`src/rtl/core/jdse_pkg.sv`:
```
// Package for the JTAG data shift engine: beat types, request codes and helpers.
// No dependencies; compile first.
package jdse_pkg;

    // Request codes carried in req_type
    typedef enum logic [0:0] {
        REQ_START = 1'b0,
        REQ_BYTE  = 1'b1
    } req_type_t;

    localparam int unsigned BYTE_BITS = 8;
    localparam int unsigned CNT_W     = 32;
    localparam int unsigned CLK_CNT_W = 4;

    // One input beat
    typedef struct packed {
        req_type_t                req_type;
        logic [CNT_W-1:0]         num_bits;
        logic                     host_sends;
        logic                     host_receives;
        logic                     exit_on_last;
        logic                     fill_ones;
        logic [BYTE_BITS-1:0]     tdi_byte;
        logic [BYTE_BITS-1:0]     tdo_levels;
    } cmd_item_t;

    // One result beat
    typedef struct packed {
        logic [BYTE_BITS-1:0]     tdi_bits;
        logic [BYTE_BITS-1:0]     tms_bits;
        logic [CLK_CNT_W-1:0]     clock_count;
        logic [BYTE_BITS-1:0]     captured_tdo;
        logic                     capture_valid;
        logic                     shift_done;
    } rsp_item_t;

    // Mask with the low n bits set, n from 1 to 8
    function automatic logic [BYTE_BITS-1:0] low_mask(input logic [CLK_CNT_W-1:0] n);
        logic [CLK_CNT_W-1:0] gap;
        gap = CLK_CNT_W'(BYTE_BITS) - n;
        return {BYTE_BITS{1'b1}} >> gap;
    endfunction

endpackage

```
`src/rtl/core/jdse_ifs.sv`:
```
// Valid/ready channel interfaces for the JTAG data shift engine.
// Depends on jdse_pkg.
interface jdse_cmd_if import jdse_pkg::*; ();
    logic      valid;
    logic      ready;
    cmd_item_t data;

    modport source (output valid, output data, input ready);
    modport sink   (input valid, input data, output ready);
endinterface

interface jdse_rsp_if import jdse_pkg::*; ();
    logic      valid;
    logic      ready;
    rsp_item_t data;

    modport source (output valid, output data, input ready);
    modport sink   (input valid, input data, output ready);
endinterface

```
`src/rtl/core/jtag_data_shift_engine.sv`:
```
// Channel   | Dir | Payload     | Notes
// cmd       | in  | cmd_item_t  | start beats arm a shift, byte beats clock up to 8 bits
// rsp       | out | rsp_item_t  | one beat per byte beat taken while a shift is armed
//
// The result of an accepted byte beat is loaded into the output register in the following cycle.
// A new beat is taken every cycle while the output register is empty or being read.
// Start beats and byte beats while idle produce no result.
// rst_n clears the shift state and empties the output register.
// Depends on jdse_pkg and jdse_ifs.
module jtag_data_shift_engine import jdse_pkg::*; (
    input  logic       clk,
    input  logic       rst_n,
    jdse_cmd_if.sink   cmd,
    jdse_rsp_if.source rsp
);

    logic [CNT_W-1:0]     bits_left_reg, bits_left_next;
    logic                 mode_send_reg, mode_send_next;
    logic                 mode_receive_reg, mode_receive_next;
    logic                 flag_exit_last_reg, flag_exit_last_next;
    logic                 flag_fill_ones_reg, flag_fill_ones_next;
    logic                 out_valid_reg, out_valid_next;
    rsp_item_t            out_data_reg, out_data_next;

    logic                 accept;
    logic                 busy;
    logic                 last;
    logic [CLK_CNT_W-1:0] n_clk;
    logic [BYTE_BITS-1:0] mask;
    logic [BYTE_BITS-1:0] tdi_raw;
    logic [2:0]           last_pos;

    // output register frees up when empty or being read
    assign cmd.ready = !out_valid_reg || rsp.ready;
    assign accept    = cmd.valid && cmd.ready;
    assign busy      = (bits_left_reg != '0);

    // clocks for this byte
    assign last     = (bits_left_reg[CNT_W-1:3] == '0) || (bits_left_reg == CNT_W'(BYTE_BITS));
    assign n_clk    = last ? bits_left_reg[CLK_CNT_W-1:0] : CLK_CNT_W'(BYTE_BITS);
    assign mask     = low_mask(n_clk);
    assign last_pos = 3'(n_clk - CLK_CNT_W'(1));
    assign tdi_raw  = mode_send_reg ? cmd.data.tdi_byte
                                    : {BYTE_BITS{flag_fill_ones_reg}};

    // next state and result
    always_comb
    begin
        bits_left_next      = bits_left_reg;
        mode_send_next      = mode_send_reg;
        mode_receive_next   = mode_receive_reg;
        flag_exit_last_next = flag_exit_last_reg;
        flag_fill_ones_next = flag_fill_ones_reg;
        out_valid_next      = out_valid_reg && !rsp.ready;
        out_data_next       = out_data_reg;

        if (accept)
        begin
            case (cmd.data.req_type)
                REQ_START:
                begin
                    if (cmd.data.num_bits != '0)
                    begin
                        bits_left_next      = cmd.data.num_bits;
                        mode_send_next      = cmd.data.host_sends;
                        mode_receive_next   = cmd.data.host_receives;
                        flag_exit_last_next = cmd.data.exit_on_last;
                        flag_fill_ones_next = cmd.data.fill_ones;
                    end
                end
                REQ_BYTE:
                begin
                    if (busy)
                    begin
                        out_valid_next             = 1'b1;
                        out_data_next.tdi_bits     = tdi_raw & mask;
                        out_data_next.tms_bits     = (last && flag_exit_last_reg)
                                                   ? (BYTE_BITS'(1) << last_pos) : '0;
                        out_data_next.clock_count  = n_clk;
                        out_data_next.captured_tdo = mode_receive_reg
                                                   ? (cmd.data.tdo_levels & mask) : '0;
                        out_data_next.capture_valid = mode_receive_reg;
                        out_data_next.shift_done   = last;
                        bits_left_next             = bits_left_reg - CNT_W'(n_clk);
                    end
                end
                default:
                begin
                    out_valid_next = out_valid_reg && !rsp.ready;
                end
            endcase
        end
    end

    // control state
    always_ff @(posedge clk or negedge rst_n)
    begin
        if (!rst_n)
        begin
            bits_left_reg      <= '0;
            mode_send_reg      <= 1'b0;
            mode_receive_reg   <= 1'b0;
            flag_exit_last_reg <= 1'b0;
            flag_fill_ones_reg <= 1'b0;
            out_valid_reg      <= 1'b0;
        end
        else
        begin
            bits_left_reg      <= bits_left_next;
            mode_send_reg      <= mode_send_next;
            mode_receive_reg   <= mode_receive_next;
            flag_exit_last_reg <= flag_exit_last_next;
            flag_fill_ones_reg <= flag_fill_ones_next;
            out_valid_reg      <= out_valid_next;
        end
    end

    // result payload
    always_ff @(posedge clk)
    begin
        out_data_reg <= out_data_next;
    end

    assign rsp.valid = out_valid_reg;
    assign rsp.data  = out_data_reg;

endmodule

```
`src/flat_wrapper.sv`:
```
// flat-port wrapper written by rule: the top's interface ports become plain ports
module jtag_data_shift_engine_flat import jdse_pkg::*;
  (clk, rst_n, cmd_valid, cmd_data, cmd_ready, rsp_valid, rsp_data, rsp_ready);
  jdse_cmd_if cmd_i ();
  jdse_rsp_if rsp_i ();
  input  logic clk;
  input  logic rst_n;
  input wire logic [$bits(cmd_i.valid)-1:0] cmd_valid;
  input wire logic [$bits(cmd_i.data)-1:0] cmd_data;
  output wire logic [$bits(cmd_i.ready)-1:0] cmd_ready;
  output wire logic [$bits(rsp_i.valid)-1:0] rsp_valid;
  output wire logic [$bits(rsp_i.data)-1:0] rsp_data;
  input wire logic [$bits(rsp_i.ready)-1:0] rsp_ready;
  assign cmd_i.valid = cmd_valid;
  assign cmd_i.data = cmd_data;
  assign cmd_ready = cmd_i.ready;
  assign rsp_valid = rsp_i.valid;
  assign rsp_data = rsp_i.data;
  assign rsp_i.ready = rsp_ready;
  jtag_data_shift_engine u_core (.clk(clk), .rst_n(rst_n), .cmd(cmd_i), .rsp(rsp_i));
endmodule
```
`config.mk`:
```
export PLATFORM = sky130hd
export DESIGN_NAME = jtag_data_shift_engine_flat
export DESIGN_NICKNAME = d
export VERILOG_FILES = /design/src/rtl/core/jdse_pkg.sv /design/src/rtl/core/jdse_ifs.sv /design/src/rtl/core/jtag_data_shift_engine.sv /design/src/flat_wrapper.sv
export SDC_FILE = /design/constraint.sdc
export NUM_CORES = 1
export LEC_CHECK = 0
export ABC_AREA = 1
export BUFFER_PORTS_ARGS = -buffer_cell sky130_fd_sc_hd__buf_2
export CAP_MARGIN = 20
export CORE_MARGIN = 1
export CORE_UTILIZATION = 55
export DETAILED_ROUTE_END_ITERATION = 6
export GPL_TIMING_DRIVEN = 0
export PLACE_DENSITY = 0.77
export SKIP_LAST_GASP = 1
export SLEW_MARGIN = 40
export SYNTH_ARGS = -nofsm -noshare
export SYNTH_HDL_FRONTEND = slang
export SYNTH_SLANG_ARGS = --single-unit
```
`constraint.sdc`:
```
create_clock -name clk -period 5.6 [get_ports clk]
set_input_delay 0.28 -clock clk [delete_from_list [all_inputs] [get_ports clk]]
set_output_delay 0.28 -clock clk [all_outputs]
set_load 0.01 [all_outputs]
```
# After elaboration in Yosys (flattened, before gate mapping)
# Index checks and enable logic that the tools add are counted.
totals:
  out_inout_bits: 32
  wordCells: 44
  regBits: 67
op_classes:
  muxes: 8
  reduce_logical: 13
  add_sub_neg: 3
  shifts: 2
  bitwise_logic: 3
  n_eq_ne: 3
op_table:
  columns: ["cell", "count"]
  rows:
  - ["$mux W32", 2]
  - ["$pmux W32 S2", 1]
  - ["$reduce_bool A32 Y1", 2]
  - ["$eq A32 B4 Y1 const B", 1]
  - ["$sub A32 B4 Y32", 1]
  - ["$logic_not A29 Y1", 1]
  - ["$and A8 B8 Y8", 2]
  - ["$reduce_and A3 Y1", 3]
  - ["$mux W8", 1]
  - ["$shl A1 B3 Y8 const A", 1]
  - ["$shr A8 B4 Y8 const A", 1]
  - ["$mux W4", 1]
  - ["$ne A2 B1 Y1 const B", 2]
  - ["$sub A4 B4 Y4 const A", 1]
  - ["$logic_and A1 B1 Y1", 3]
  - ["$mux W1", 3]
  - ["$sub A3 B1 Y3 const B", 1]
  - ["$logic_not A1 Y1", 2]
  - ["$logic_or A1 B1 Y1", 2]
  - ["$not A1 Y1", 1]

# Logic depth before layout (Yosys ltp)
logic_depth:
  depth_word: 6
  ltp_mapped: 19

# Worst setup path before layout
# Ideal clock, no wire load.
synth_timing:
  kind: "register -> register"
  start: "register u_core.bits_left_reg[17]"
  end: "register u_core.out_data_reg (netlist bit u_core.rsp.data[24]), data pin"
  synth_period_minus_slack_ns: 2.503
  t_arrival_ns: 2.244
  path_stages_with_launch: 15
  n_path_buf: 1
  setup_slack_ns: 3.097
  required_ns: 5.341
  path_cell_list: "dfrtp_1 -> nor2_4 -> nand2_1 -> nor2_1 -> nand2_1 -> nor2_2 -> nor2_4 -> buf_6 -> nor2_1 -> inv_1 -> ha_1 -> inv_1 -> ha_1 -> o21ai_0 -> nor2_1"
synth_between:
  elab_chain_cells: 6
synth_lines:
  columns: ["item", "line", "rtl"]
  rows:
  - ["from (decl)", "jtag_data_shift_engine.sv:17", "logic [CNT_W-1:0] bits_left_reg, bits_left_next;"]
  - ["from (signal assigned)", "jtag_data_shift_engine.sv:109", "bits_left_reg <= bits_left_next;"]
  - ["$eq A32 B4 Y1 / $logic_not A29 Y1 (equally long branches)", "jtag_data_shift_engine.sv:39", "assign last = (bits_left_reg[CNT_W-1:3] == '0) || (bits_left_reg == CNT_W'(BYTE_BITS));"]
  - ["$logic_or A1 B1 Y1 *", "jtag_data_shift_engine.sv:39", null]
  - ["$mux W4 *", "jtag_data_shift_engine.sv:40", "assign n_clk = last ? bits_left_reg[CLK_CNT_W-1:0] : CLK_CNT_W'(BYTE_BITS);"]
  - ["net u_core.n_clk[0]", "jtag_data_shift_engine.sv:28", "logic [CLK_CNT_W-1:0] n_clk;"]
  - ["$sub A4 B4 Y4 *", "jdse_pkg.sv:40", "gap = CLK_CNT_W'(BYTE_BITS) - n;"]
  - ["$shr A8 B4 Y8 *", "jdse_pkg.sv:41", "return {BYTE_BITS{1'b1}} >> gap;"]
  - ["$and A8 B8 Y8 *", "jtag_data_shift_engine.sv:76", "out_data_next.tdi_bits = tdi_raw & mask;"]
  - ["to (signal assigned)", "jtag_data_shift_engine.sv:121", "out_data_reg <= out_data_next;"]
  - ["to (decl)", "jtag_data_shift_engine.sv:23", "rsp_item_t out_data_reg, out_data_next;"]
# Mark *: on every way through the listed nets, which the timed path passes. The rest lies on a longest branch.
# A chain may end at the register's enable or synchronous reset.

# Worst setup path after layout
layout_timing:
  start: "register u_core.bits_left_reg[9]"
  end: "register u_core.out_data_reg (netlist bit u_core.rsp.data[23]), data pin"
# The elaborated chain is that of the path after synthesis.

==> impl_results.md <==
* Status: finished, final reports clean
* Critical-path top delay cell: dfrtp_1
* Initial Util at 57.14%
* Final hold violations at 0
* Final nets at 717
* RSZ-0062 raised after global routing: false
* Most used cell, CP: nor2_1
* Vias in the first global route at 3856
* Relative slew slack at 55.61%
* PD cells at 295.1 mW/mm²
* Synth Register Bits at 67
* Final non-filler cell total at 757
* Post-synthesis xor/xnor area fraction at 1.051%
* Clk Latency, worst-skew pair at 0.36 ns
* Die ar. at 0.007927 mm²
* Hold Crit Class: primary input to register
* Max-cap violations at 0
* Mapped Nets at 618
* Die height at 89.04 µm
* Startpoint Class: register
* Via count at 4223
* Reg power frac at 45.8%
* Routed Antenna Nets at 0
* Most common cell after layout, fill and taps aside: nand2_1
* IO Count at 89
* Largest net degree at the start of global routing at 38
* NetSw at 0.5292 mW
* Buffers added on ports at 87
* Max H-tree Level at 3
* Combinational Power Share at 25.5%
* Clock tree buffer depth at 2
* Synthesis Warnings at 0
* Post-synthesis adder-cell area fraction at 2.102%
* Clock Skew at 0.01474 ns
* Final setup viols at 0
* Worst Setup End Kind: register
* # diodes at 0
* Max reg flops at 32
* Gpl congestion at 0.9844
* Root Driver: clkbuf_8
* Max-slew violations at 0
* CTS tree: done
* GRT Resource Usage Total at 33.14%
* CTS Sinks at 67
* Fill count at 674
* First-pass iteration count of the detailed router at 5
* Grt ovf at 0
* Maximum clock frequency at 0.3356 GHz
* CP top delay family: simple AND/OR/NAND/NOR gates
* Crit path max fanout at 10
* Slowest cell delay on critical path at 0.44 ns
* Ratio of cells with drive above 1 in the final layout at 21.88%
* Register area share after synthesis at 43.84%
* Synth Area in Simple Gates at 35.44%
* Final Critical Period at 2.979 ns
* Drt first-iter violations at 301
* Core box area at 0.007292 mm²
* Most frequent cells in the layout: nand2_1 (123), buf_2 (91), nor2_1 (79)
* Post-Syn Area per Cell at 7.521 µm²
* Fin crit share at 53.20%
* Clock power frac at 28.6%
* Critical path arrival at 3.08 ns
* Wire per inst at 16.28 µm
* Area delta synth->final at 18.41%
* Synth Area in Compound Gates at 8.769%
* Inst Count DP at 740
* Synthesized cell area at 0.004166 mm²
* Worst-path clk slew at 0.09 ns
* Routed wire length at 12320 µm
* CTS Buf Count at 9
* Slew at the pin with the worst max-slew slack at 0.6659 ns
* Setup TNS at 0 ns
* HPWL Detailed at 9070 µm
* CP Class: register to register
* Cells after Synth at 554
* Peak VDD IR at 0.0001288 V
* Via density at 5.579
* Sw Ratio at 36.36%
* Multiplexer share of the synthesized area at 0.5405%
* Internal power at 0.9265 mW
* DRC at 0
* Core Rows at 31
* Combinational family with the most area after synthesis: simple AND/OR/NAND/NOR gates
* Crit path required time at 5.70 ns
* Critical Path, Cell by Cell: nor2_2 -> nand2_1 -> nor2_1 -> nand2_1 -> nor2_2 -> nor2_4 -> buf_6 -> nor2_1 -> inv_1 -> ha_1 -> inv_1 -> ha_1 -> o21ai_0 -> nor2_1
* Initial antenna violation count at 0
* Die Wd at 89.04 µm
* Leakage at 2.304 nW
* CP Buf/Inv Count at 3
* Synth cell types at 35
* First-pass GRT wire length at 19060 µm
[cells by family after synthesis]
family	after synthesis
xor gates and xnor gates	5
AOI/OAI and AO/OA	65
and+or+nand+nor	323
buffers and inverters	84
muxes	2
adders and majority gates	7
other	1
DFF	67
[power groups by stage]
stage	clock, mW	sequential (mW)	combinational, mW
finish	0.417	0.667	0.371
global route	0.431	0.675	0.416
CTS	0.412	0.664	0.367
detailed placement	0	0.673	0.364
global placement	0	0.670	0.353
floorplan	0	0.658	0.248
[metrics by stage]
| stage | power, mW | area (µm²) | worst slack, ns | hold slack, ns | utilization, % |
|---|---|---|---|---|---|
| finish | 1.456 | 4933 | 2.621 | 0.1535 | 67.66 |
| global route | 1.522 | 4933 | 2.357 | 0.1585 | 67.66 |
| CTS | 1.443 | 4933 | 2.680 | 0.1555 | 67.66 |
| detailed placement | 1.037 | 4728 | 2.700 | 0.2833 | 64.84 |
| global placement | 1.023 | 4726 | 2.727 | 0.4264 | 64.81 |
| floorplan | 0.9061 | 4167 | 3.097 | -0.01559 | - |
[Yosys cell counts (all sizes together)]
cell type,instances,area [µm²]
nor3,11,55.05
a21oi,17,85.08
ha,7,87.58
clkbuf,8,30.03
xnor2,1,8.760
or2,7,43.79
o22ai,2,12.51
nand2,133,524.3
buf,12,70.06
conb,1,3.750
dfrtp,37,925.9
o21ai,30,150.1
nand4,15,93.84
nor2,89,384.1
and3,3,18.77
mux2,2,22.52
inv,64,240.2
nor4,13,81.33
o211ai,3,22.52
nand3,50,260.3
edfxtp,30,900.9
o21a,11,82.58
nand3b,1,7.510
nor3b,1,7.510
xor2,4,35.03
a31oi,2,12.51
[final timing paths]
path / from / end / slack (ns) / depth (start not counted)
max in group asynchronous: rst_n / u_core.bits_left_reg[27] / 4.80 / 2
min: cmd_data[19] / u_core.mode_send_reg / 0.15 / 2
min in group asynchronous: rst_n / u_core.bits_left_reg[11] / 0.43 / 2
max reg2reg: u_core.bits_left_reg[9] / u_core.rsp.data[23] / 2.62 / 14
max: u_core.bits_left_reg[9] / u_core.rsp.data[23] / 2.62 / 14
min reg2reg: u_core.mode_receive_reg / u_core.rsp.data[1] / 0.47 / 0
[worst register-to-register path: cells and delay by family (launching register included)]
| family | cells | cell delay [ns] |
|---|---|---|
| compound gates | 1 | 0.28 |
| simple gates | 8 | 1.16 |
| buf+inv | 3 | 0.35 |
| fa+ha+maj | 2 | 0.51 |
| flops | 1 | 0.44 |
[layer usage]
layer	vias up	GRT usage, %	routed length (µm)
met5	-	0	0
met4	0	12.27	302
met3	23	6.648	1083
met2	211	58.18	5995
met1	1965	40.48	4939
li1	2024	-	-
[final cells by class]
class / count / area (µm²) / share of cell area [%]
Clock inverter: 6 / 67.56 / 1.370
Sequential cell: 67 / 1827 / 37.03
Inverter: 64 / 240.2 / 4.869
Timing Repair Buffer: 88 / 447.9 / 9.079
Buffer: 20 / 100.1 / 2.029
Tap cell: 99 / 123.9 / 2.511
Clock buffer: 10 / 127.6 / 2.587
Multi-Input combinational cell: 403 / 1999 / 40.53
[repair_timing]
item | CTS | global route
hold endpoints to repair | 37 | 0
setup buffers | 0 | 0
hold buffers | 1 | 0
resized for setup | 0 | 0
Power figures use the tool's default switching activity.
